===== src/hw/rtl/cupf_delay.sv =====
`timescale 1ns / 1ps
module cupf_delay #(
   parameter int WIDTH = 64,
   parameter int DEPTH = 1
) (
   input  logic             clock,
   input  logic             enable,
   input  logic [WIDTH-1:0] din,
   output logic [WIDTH-1:0] dout
);
   logic [WIDTH-1:0] stage_ff [DEPTH];

   always_ff @(posedge clock) begin
      if (enable) begin
         stage_ff[0] <= din;
         for (int i = 1; i < DEPTH; i++) stage_ff[i] <= stage_ff[i-1];
      end
   end

   assign dout = stage_ff[DEPTH-1];
endmodule


===== config.mk =====
export PLATFORM = sky130hd
export DESIGN_NAME = cupf_delay
export DESIGN_NICKNAME = d
export VERILOG_FILES = /design/src/hw/rtl/cupf_delay.sv
export SDC_FILE = /design/constraint.sdc
export NUM_CORES = 1
export LEC_CHECK = 0
export BUFFER_PORTS_ARGS = -buffer_cell sky130_fd_sc_hd__buf_4
export CELL_PAD_IN_SITES_DETAIL_PLACEMENT = 1
export CELL_PAD_IN_SITES_GLOBAL_PLACEMENT = 1
export CORE_MARGIN = 2
export CORE_UTILIZATION = 36
export CTS_BUF_LIST = sky130_fd_sc_hd__clkbuf_4
export CTS_CLUSTER_SIZE = 12
export DETAILED_ROUTE_END_ITERATION = 7
export PLACE_DENSITY_LB_ADDON = 0.25
export SYNTH_ARGS = -nofsm -noshare
export SYNTH_HDL_FRONTEND = slang
export SYNTH_SLANG_ARGS = --single-unit

===== constraint.sdc =====
create_clock -name clock -period 0.85 [get_ports clock]
set_input_delay 0.0425 -clock clock [delete_from_list [all_inputs] [get_ports clock]]
set_output_delay 0.0425 -clock clock [all_outputs]
set_load 0.01 [all_outputs]

==> impl_results.md, run 1 <==
* Status: stopped before the end
* Last stage: clock tree synthesis (4_1_cts)
* Error msg: [ERROR DPL-0033] detailed placement checks failed during check placement.
* Hold Buf Count CTS at 64
* Synth Cell Area at 1920 µm²
* Synth area leaders: edfxtp_1
* Syn avg cell area at 30.0 µm²
* Top cell type's share of synthesized area at 1.00
* Clock Path Buffers at 2
* Post-cts gate resize count at 44
* Gate Count Post-Synth at 64
* Post-CTS setup buffer count at 0
* Gp weighted congestion at 0.670
* CTS Sinks at 64
* Die W at 77.1 µm
* Mapped Nets at 130
* Row count at 26
* Synth area leader: edfxtp_1
* Sequential fraction of the synthesis area at 1.00
* I/O pins at 130
* Die extent in y at 77.1 µm
* Root Driver: clkbuf_4
* Yosys warns at 0
* Starting Density at 0.374
* Distinct cells, synth at 1
* Num CTS Buffers at 9
* Port buffer count at 129
* Synthesized flop and latch total at 64
* Cells after DPL at 265
* CTS HTree Levels at 3
[kinds of logic after synthesis]
kind of cell / count (synthesis) / synth area share
flops: 64 / 1.00
[synth_stat cells (all sizes together)]
cell type / n
edfxtp: 64
[stage by stage]
stage | util | area [µm²] | worst slack, ns | hold WS (ns)
2_1_floorplan | - | 1920 | 0.414 | 0.141
3_3_place_gp | 0.587 | 3020 | 0.170 | 0.220
3_5_place_dp | 0.587 | 3020 | 0.149 | 0.222
==> inputs of run 2 (changes only) <==
==> config.mk (replaced) <==
export PLATFORM = sky130hd
export DESIGN_NAME = cupf_delay
export DESIGN_NICKNAME = d
export VERILOG_FILES = /design/src/hw/rtl/cupf_delay.sv
export SDC_FILE = /design/constraint.sdc
export NUM_CORES = 1
export LEC_CHECK = 0
export BUFFER_PORTS_ARGS = -buffer_cell sky130_fd_sc_hd__buf_4
export CORE_MARGIN = 2
export CORE_UTILIZATION = 40
export DETAILED_ROUTE_END_ITERATION = 7
export PLACE_DENSITY_LB_ADDON = 0.15
export SYNTH_ARGS = -nofsm -noshare
export SYNTH_HDL_FRONTEND = slang
export SYNTH_SLANG_ARGS = --single-unit
==> run 2 against run 1 <==
Net effect: the flow now finishes, with violations (setup timing); area after synthesis is the same; synthesized cell count unchanged.
==> impl_results.md, run 2 <==
* Area Growth Syn to Fin at 109%
* Max Freq at 1060 MHz
* Num CTS Buffers at 9
* Gp weighted congestion at 0.668
* Cells after DPL at 251
* Status: finished with violations
* Starting Density at 0.410
* CP Capture Type: output port
* Failing checks: setup timing
* Die footprint at 5380 µm²
* Layout Cells excl Fill at 329
* Layout cells sized above 1 at 0.516
* Most flops, register: stage_ff
* Synthesized flop and latch total at 64
* Critical path's top delay family: flip-flops
* Port buffer count at 129
* Largest regs: stage_ff (64)
* Syn avg cell area at 30.0 µm²
* Post-DRT Antenna Nets at 0
* DP HPWL at 3.01 mm
* Mapped Nets at 130
* Core Region at 4690 µm²
* Slack of the critical path at -0.0959 ns
* ANT cells at 0
* Slew HR at 0.881
* Tot GR Track Use at 0.217
* Post-CTS setup buffer count at 0
* Area of the multi-input gates at 0 µm²
* Total iterations of the first detailed-routing run at 6
* Post-synth ARST share at 0
* Top cell type's share of synthesized area at 1.00
* Unrepaired setup endpoints after global routing: yes
* Row count at 25
* Root Driver: clkbuf_8
* I/O pins at 130
* Most Crowded Layer GR: met2
* Synth area leader: edfxtp_1
* M3 GR Usage at 0.0837
* Met1 Usage GRT at 0.204
* GRT met2 Usage at 0.401
* Setup violators final at 64
* Vias per cell at 4.46
* Top cells by count, synth: edfxtp_1
* Worst slew pin tran at 0.178 ns
* Most frequent cells in the layout: buf_4, dlygate4sd3_1, edfxtp_1
* Maximum fanout along the worst path at 1
* Crit-path max cell delay at 0.43 ns
* Critical path data required time at 0.81 ns
* Routed WL per cell at 17.0 µm
* Static leakage at 0.00169 µW
* Drc violations at 0
* First-iteration detailed-routing DRC count at 87
* Worst path slowest cell: edfxtp_1
* Yosys warns at 0
* First-pass GRT wire length at 8.00 mm
* Nets at 338
* Final Hold Viols at 0
* Vias at 1,468
* Final min period at 0.946 ns
* Max-cap violations at 0
* Worst path cell trace: buf_6
* Post-route setup TNS at -2.54 ns
* Kind of critical path: flop to output port
* Vias in the first global route at 1,649
* Synth Flop Type: edfxtp_1
* Die W at 73.3 µm
* CTS Sinks at 64
* Initial antenna violation count at 0
* Pin count of the biggest net entering global routing at 33
* Synth area leaders: edfxtp_1
* EDFF count, synth at 64
* Largest register FFs at 64
* Die extent in y at 73.3 µm
* Most common cell after layout, fill and taps aside: buf_4
* Clock Path Buffers at 2
* Sequential fraction of the synthesis area at 1.00
* Gate Count Post-Synth at 64
* CTS HTree Levels at 3
* Slew Viols, Final at 0
* Distinct cells, synth at 1
* Crit path buffers/inverters at 1
* Nature of the critical path startpoint: flop
* HP Class: input pin to flop
* CTS clk-pin slew, worst paths at 0.06 ns
* Number of multi-input logic gates at 0
* Final period utilization at 1.11
* Peak VDD IR at 1.28 mV
* Synth Cell Area at 1920 µm²
* CP arrival at 0.90 ns
* Count leader, synth: edfxtp_1
* PD cells at 1760 nW/µm²
* Final wirelength at 5.61 mm
* Total gr overflow at 0
* CTS tree: done
run 2: cell families (layout without fill, tap and decap cells):
logic type | after synthesis | in the layout | share of synthesized area
buffers and inverters | 0 | 211 | 0
DFF | 64 | 64 | 1.00
run 2: area by class of cell:
type / instances / area, µm²
fillers: 199 / 667
clock buffers: 11 / 131
clock inverters: 3 / 11.3
well taps: 54 / 67.6
repair buffers: 197 / 1890
flip-flops and latches: 64 / 1920
run 2: layer usage:
| layer | share of wire | routed length [µm] | vias to the layer above |
|---|---|---|---|
| met5 | 0 | 0 | - |
| met4 | 0.023 | 130 | 0 |
| met3 | 0.079 | 443 | 9 |
| met2 | 0.56 | 3170 | 88 |
| met1 | 0.33 | 1870 | 694 |
| li1 | - | - | 677 |
run 2: stage by stage:
step | utilization | setup WS (ns) | power (µW) | instance area [µm²] | hold slack (ns)
2_1_floorplan | - | 0.414 | 4020 | 1920 | 0.141
3_3_place_gp | 0.642 | 0.161 | 4680 | 3010 | 0.221
3_5_place_dp | 0.642 | 0.148 | 4700 | 3010 | 0.222
4_1_cts | 0.844 | -0.0679 | 7040 | 3960 | 0.108
5_1_grt | 0.858 | -0.134 | 7400 | 4030 | 0.102
6_report | 0.858 | -0.0959 | 7090 | 4030 | 0.113
run 2: path summary, 6_finish.rpt:
path | start | end | slack (ns) | cells past startpoint
setup / recovery | stage_ff[0][33]$_DFFE_PP_ | dout[33] | -0.1 | 1
hold / removal | enable | stage_ff[0][59]$_DFFE_PP_ | 0.11 | 2
run 2: power breakdown:
part | internal [µW] | switching (µW)
Clock | 997 | 1020
Sequential | 3760 | 122
Combinational | 812 | 386
Total | 5570 | 1530
run 2: what timing repair did:
action                                  in CTS  in global routing
endpoints found under the setup margin      64                 64
hold buffers                                64                  0
gates resized for setup                     44                 17
endpoints found under the hold margin       64                  0
(Power assumes the default switching activity.)
