$ cat config.mk
export PLATFORM = sky130hd
export DESIGN_NAME = cupf_wdiv
export DESIGN_NICKNAME = d
export VERILOG_FILES = /design/src/hw/rtl/cupf_pkg.sv /design/src/hw/rtl/cupf_wdiv.sv
export SDC_FILE = /design/constraint.sdc
export NUM_CORES = 2
export LEC_CHECK = 0
export BUFFER_PORTS_ARGS = -buffer_cell sky130_fd_sc_hd__buf_2
export CAP_MARGIN = 20
export CORE_ASPECT_RATIO = 1.5
export CORE_UTILIZATION = 40
export CTS_BUF_LIST = sky130_fd_sc_hd__clkbuf_16
export DETAILED_ROUTE_END_ITERATION = 6
export PLACE_DENSITY = 0.6
export RECOVER_POWER = 25
export REMOVE_ABC_BUFFERS = 1
export SLEW_MARGIN = 20
export SYNTH_ARGS = -nofsm -noshare
export SYNTH_HDL_FRONTEND = slang
export SYNTH_SLANG_ARGS = --single-unit
$ cat constraint.sdc
create_clock -name clock -period 5.9 [get_ports clock]
set_input_delay 0.885 -clock clock [delete_from_list [all_inputs] [get_ports clock]]
set_output_delay 0.885 -clock clock [all_outputs]
set_load 0.01 [all_outputs]
$ cat src/hw/rtl/cupf_pkg.sv
`timescale 1ns / 1ps
package cupf_pkg;

   localparam int               WEIGHT_BITS = 16;
   localparam logic [16:0]      WEIGHT_ONE  = 17'd65536;
   localparam logic [16:0]      WEIGHT_HALF = 17'd32768;
   localparam logic signed [63:0] S64_MAX   = 64'sh7FFF_FFFF_FFFF_FFFF;
   localparam logic signed [63:0] S64_MIN   = 64'sh8000_0000_0000_0000;

   typedef struct packed {
      logic [63:0]        alpha_pair;
      logic [63:0]        density_pair;
      logic [63:0]        energy_pair;
      logic [63:0]        pressure_pair;
      logic [63:0]        sound_speed_pair;
      logic [63:0]        vel_x_pair;
      logic [63:0]        vel_y_pair;
      logic [63:0]        vel_z_pair;
      logic signed [31:0] area_x;
      logic signed [31:0] area_y;
      logic signed [31:0] area_z;
      logic signed [31:0] mesh_flux;
   } req_type;

   typedef struct packed {
      logic signed [63:0] alpha_flux;
      logic signed [63:0] mass_flux;
      logic signed [63:0] momentum_flux_x;
      logic signed [63:0] momentum_flux_y;
      logic signed [63:0] momentum_flux_z;
      logic signed [63:0] total_energy_flux;
      logic signed [63:0] weighted_flux_owner;
      logic signed [63:0] weighted_flux_neighbour;
      logic [16:0]        owner_weight;
      logic signed [31:0] face_vel_x;
      logic signed [31:0] face_vel_y;
      logic signed [31:0] face_vel_z;
   } rsp_type;

   function automatic logic signed [63:0] sx32(input logic [31:0] v);
      return {{32{v[31]}}, v};
   endfunction

   // saturating add / subtract on 64 bits
   function automatic logic signed [63:0] sadd(input logic signed [63:0] a,
                                               input logic signed [63:0] b);
      logic signed [63:0] s;
      s = a + b;
      if (a[63] == b[63] && s[63] != a[63]) s = a[63] ? S64_MIN : S64_MAX;
      return s;
   endfunction

   function automatic logic signed [63:0] ssub(input logic signed [63:0] a,
                                               input logic signed [63:0] b);
      logic signed [63:0] s;
      s = a - b;
      if (a[63] != b[63] && s[63] != a[63]) s = a[63] ? S64_MIN : S64_MAX;
      return s;
   endfunction

   function automatic logic signed [31:0] clamp32(input logic signed [63:0] v);
      logic signed [31:0] r;
      if (v > 64'sd2147483647) r = 32'sh7FFF_FFFF;
      else if (v < -64'sd2147483648) r = 32'sh8000_0000;
      else r = v[31:0];
      return r;
   endfunction

endpackage

$ cat src/hw/rtl/cupf_wdiv.sv
`timescale 1ns / 1ps
// owner weight floor(ap * 2^16 / den), restoring divide, one bit per stage
module cupf_wdiv (
   input  logic        clock,
   input  logic        enable,
   input  logic [63:0] ap,
   input  logic [63:0] den,
   output logic [16:0] weight
);
   import cupf_pkg::*;

   logic [63:0] rem_ff  [WEIGHT_BITS];
   logic [63:0] den_ff  [WEIGHT_BITS];
   logic [15:0] quo_ff  [WEIGHT_BITS];
   logic        zero_ff [WEIGHT_BITS];
   logic        full_ff [WEIGHT_BITS];

   for (genvar i = 0; i < WEIGHT_BITS; i++) begin : g_step
      logic [63:0] rem_prev, den_prev, shifted, rem_in;
      logic [15:0] quo_prev, quo_in;
      logic        zero_prev, full_prev;
      if (i == 0) begin : g_first
         assign rem_prev  = ap;
         assign den_prev  = den;
         assign quo_prev  = '0;
         assign zero_prev = (den == 64'd0);
         assign full_prev = ($signed(ap) >= $signed(den));
      end else begin : g_next
         assign rem_prev  = rem_ff[i-1];
         assign den_prev  = den_ff[i-1];
         assign quo_prev  = quo_ff[i-1];
         assign zero_prev = zero_ff[i-1];
         assign full_prev = full_ff[i-1];
      end
      always_comb begin
         shifted = {rem_prev[62:0], 1'b0};
         if (shifted >= den_prev) begin
            rem_in = shifted - den_prev;
            quo_in = {quo_prev[14:0], 1'b1};
         end else begin
            rem_in = shifted;
            quo_in = {quo_prev[14:0], 1'b0};
         end
      end
      always_ff @(posedge clock) begin
         if (enable) begin
            rem_ff[i]  <= rem_in;
            den_ff[i]  <= den_prev;
            quo_ff[i]  <= quo_in;
            zero_ff[i] <= zero_prev;
            full_ff[i] <= full_prev;
         end
      end
   end

   // no wave speed at all: split evenly; ap at or above den gives the full weight
   assign weight = zero_ff[WEIGHT_BITS-1] ? WEIGHT_HALF :
                   full_ff[WEIGHT_BITS-1] ? WEIGHT_ONE  :
                   {1'b0, quo_ff[WEIGHT_BITS-1]};
endmodule

-- After elaboration in Yosys (flattened, before gate mapping)
Memories as Yosys holds them, arrays and structs flattened.
Index checks and enable logic that the tools add are counted.
W data, S select, Z words.
- word-level logic and storage cells: 75
- memories kept: 5
- bits in registers: 0
- output and inout port bits: 17
- bits in writable memories: 2336
- bits of input ports: 130
- memory list (name ; words ; width ; read ports ; clocked after Yosys merged registers in ; wr ports ; line ; source):
    den_ff ; 16 ; 64 ; 15 ; 0 ; 16 ; cupf_wdiv.sv:13 ; logic [63:0] den_ff [WEIGHT_BITS];
    rem_ff ; 16 ; 64 ; 15 ; 0 ; 16 ; cupf_wdiv.sv:12 ; logic [63:0] rem_ff [WEIGHT_BITS];
    quo_ff ; 16 ; 16 ; 16 ; 0 ; 16 ; cupf_wdiv.sv:14 ; logic [15:0] quo_ff [WEIGHT_BITS];
    full_ff ; 16 ; 1 ; 16 ; 0 ; 16 ; cupf_wdiv.sv:16 ; logic full_ff [WEIGHT_BITS];
    zero_ff ; 16 ; 1 ; 16 ; 0 ; 16 ; cupf_wdiv.sv:15 ; logic zero_ff [WEIGHT_BITS];
- reduce and logical (&&, ||, !) cells: 1
- add/sub/neg operators: 16
- magnitude comparators: 17
- multiplexer cells: 36
- operators by type and width (operator ; number):
    $ge A64 B64 Y1 ; 17
    $mux W64 ; 16
    $sub A64 B64 Y64 ; 16
    $logic_not A64 Y1 ; 1
    $mux W17 ; 2
    $mux W1 ; 18

-- Longest topological paths before layout
An unclocked memory read counts as a cell.
- depth after elaboration: 3
- depth in mapped cells: 17
- gate-level depth less buffers: 14

-- Worst setup path before layout
Ideal clock, no wire load.
- path type: input port to flip-flop
- from: in den[0]
- to: mem rem_ff[0][58] (data pin)
- stages: 13
- arrival time: 3511 ps
- buffers on the path: 0
- required time: 5645 ps
- setup slack: 2133 ps
- library setup time: 255 ps
- path through: inv_1 fa_1 a211oi_1 o21ai_0 a21oi_1 nand3_1 a21oi_1 o211ai_2 a311oi_1 o41ai_2 a21oi_1 mux2i_1 nor2_1
- RTL lines (element ; line ; source):
    start, declared ; cupf_wdiv.sv:7 ; input logic [63:0] den,
    end, declared ; cupf_wdiv.sv:12 ;

==> impl_metrics.toml <==
[clock_network]
clk_latency_ns = 0.90
htree_levels = 4
cts_num_sinks = 2073
clock_tree.root_cell = "clkbuf_16"
post_cts_resized = 0
ctsHoldBuffers = 0
numCtsBuffers = 224
cts_tree = "built"
cts.reportedPaths.clkPinSlew_ns = 0.07
cts_setup_buffers = 0
max-clock-path-buffers = 4

[flow_run]
maxCapViolCount = 1

[cells_and_area]
fin_nets = 14800
instances_no_fill = 18200
final_cell_mix = "edfxtp_1, a21oi_1, inv_1"
drive_above_1_share_pct = 5.78
area_delta_synth_final_pct = 9.56
layout_commonest_cell = "edfxtp_1"

[detailed_routing]
drt_pass1_iterations = 6
vias_per_cell = 5.39
top_layer = "met4"
via_count = 98300
drc_errors = 0
wl_met2_mm = 187
wire_per_inst_um = 18.9
wl_met1_mm = 122
wl_met3_mm = 9.24
drt_iter0_drc = 4947
wl_mm = 345
antenna_left = 0

[timing]
fin_tns_setup_ns = 0
finalWorstSetupSlack_ns = 0.824
tightestPinTransition_ns = 3.74
slew_headroom_pct = -149
period_share_pct = 86.0
setup_viol = 0
hold_viol = 0
finalClockSkew_ns = 0.0405
grt_setup_unrepaired = "false"
drv_slew = 45
holdWs_ns = 0.248
fmax_ghz = 0.197
fin_crit_ns = 5.08

[floorplanning]
die_w_um = 476
start_util_pct = 40.2
dieArea_mm2 = 0.339
dieHeight_um = 712
ios = 147
coreArea_mm2 = 0.334
rows = 260

[logic_synthesis]
ys.warnings.count = 0
synth.cell_area_mm2 = 0.135
avgSynthCellArea_um2 = 9.87
synth_cells = 13600
yosysSeqAreaShare_pct = 46.2
ys_ff_latch = 2073
async_reset_ff_share_pct = 0
synth_edf_count = 2073
synthFlopType = "edfxtp_1"
yosys.cell_types.count = 113

[grt]
grt.overflow.total = 0
antenna_found_initial = 4
grt_pass1_wl_mm = 531
grtUsageTotal_pct = 19.8
grt_max_degree = 132
grt_pass1_vias = 99700

[worst_setup_path]
cp_max_fo = 3
arrival_ns = 5.71
cp-end-kind = "flip-flop"
crit_type = "reg2reg"
crit_required_ns = 6.54
worstSetupStartpointType = "flip-flop"

[placed_design]
dpl.cell_count = 17800
hpwlAfterDp_mm = 275
post-place-ws_ns = 0.876
port_buffers = 146
gp_congestion = 0.987

[min_path]
hold_path.class = "in2reg"

[power_and_ir_drop]
p_leak_nw = 61.8
ir_drop_mv = 0.286
power_mw = 76.5
power_per_cell_area_mw_per_mm2 = 519

[run_status]
status = "finished with violations"
violations = "max-capacitance violations, max-slew violations"
## cell type report
type,instances,area (um^2)
Multi-Input combinational cell,9736,65500
Inverter,1273,4780
Fill cell,32400,187000
Timing Repair Buffer,303,2240
Clock buffer,228,5710
Antenna cell,6,15.0
Tap cell,4454,5570
Clock inverter,161,1400
Sequential cell,2073,62200
## cell usage after synthesis (25+ instances only)
master    count  area [um^2]
nand3_1     227         1140
a41oi_1      30          263
and3_1       89          557
a221oi_1     32          280
nand4_1     291         1820
xnor2_1     516         4520
nor2_1      977         3670
nor3_1      174          871
nor2b_1     117          732
buf_1        31          116
xor2_1      336         2940
and2_1       86          538
a21o_1      768         5770
a21oi_1    1481         7410
nand2b_1    111          694
edfxtp_1   2073        62200
or2_2        32          200
o31ai_1      72          541
clkbuf_1    431         1620
o211ai_1     61          458
and4_1       38          333
o21bai_1    177         1330
ha_1       1087        13600
a31oi_1     115          719
nand2_1    1061         3980
inv_1      1271         4770
nor4_1       66          413
or3_1        38          238
buf_2        92          460
o21a_1      121          908
a21boi_0     38          285
a211oi_1     96          721
o21ai_1      25          125
mux2_2      117         1320
o21ai_0     917         4590
## report_power, final
part | leakage (nW) | switching [mW] | internal [mW] | total, mW
Combinational | 37.9 | 23.6 | 15.4 | 39.1
Clock | 3.59 | 5.74 | 8.02 | 13.8
Sequential | 20.3 | 2.04 | 21.6 | 23.7
Total | 61.8 | 31.4 | 45.1 | 76.5
## through the flow
stage / instance area [um^2] / util (%)
4_1_cts: 148000 / 44.1
3_3_place_gp: 140000 / 42.0
6_report: 147000 / 44.1
2_1_floorplan: 132000 / -
3_5_place_dp: 140000 / 42.0
5_1_grt: 147000 / 44.1
## flip-flops by register name, summed over array words and instances (netlist names)
register,flops
quo_ff,136
zero_ff,16
full_ff,16
den_ff,960
rem_ff,945
## metal layers
layer,up-vias,GRT usage (%)
li1,49700,-
met1,45600,18.5
met2,2065,39.3
met3,1002,1.89
met4,0,14.1
met5,-,0
## final timing paths
kind	startpoint	endpoint	slack [ns]	depth (start not counted)
max	rem_ff[1][320]$_SDFFCE_PN0P_	rem_ff[1][444]$_DFFE_PP_	0.82	12
min	den[39]	den_ff[0][39]$_DFFE_PP_	0.25	1
min reg2reg	quo_ff[1][101]$_DFFE_PP_	quo_ff[1][118]$_DFFE_PP_	0.40	0
max reg2reg	rem_ff[1][320]$_SDFFCE_PN0P_	rem_ff[1][444]$_DFFE_PP_	0.82	12
## cells by family after synthesis
logic type,synth area share (%)
compound gates,19.8
xor+xnor,5.54
fa+ha+maj,10.3
buf+inv,5.20
flops,46.2
mux,1.08
simple gates,11.8
## worst max-delay path, stage by stage (launching register included)
cell	delay (ns)
edfxtp_1	0.44
fa_1	0.49
nand3_1	0.16
a21oi_1	0.15
o311ai_0	0.64
o221ai_1	0.43
a2111oi_1	0.90
nor2_1	0.40
a221oi_2	0.55
o31a_1	0.26
o21ai_0	0.14
xnor2_1	0.17
a21oi_1	0.08
Power figures use the tool's default switching activity.
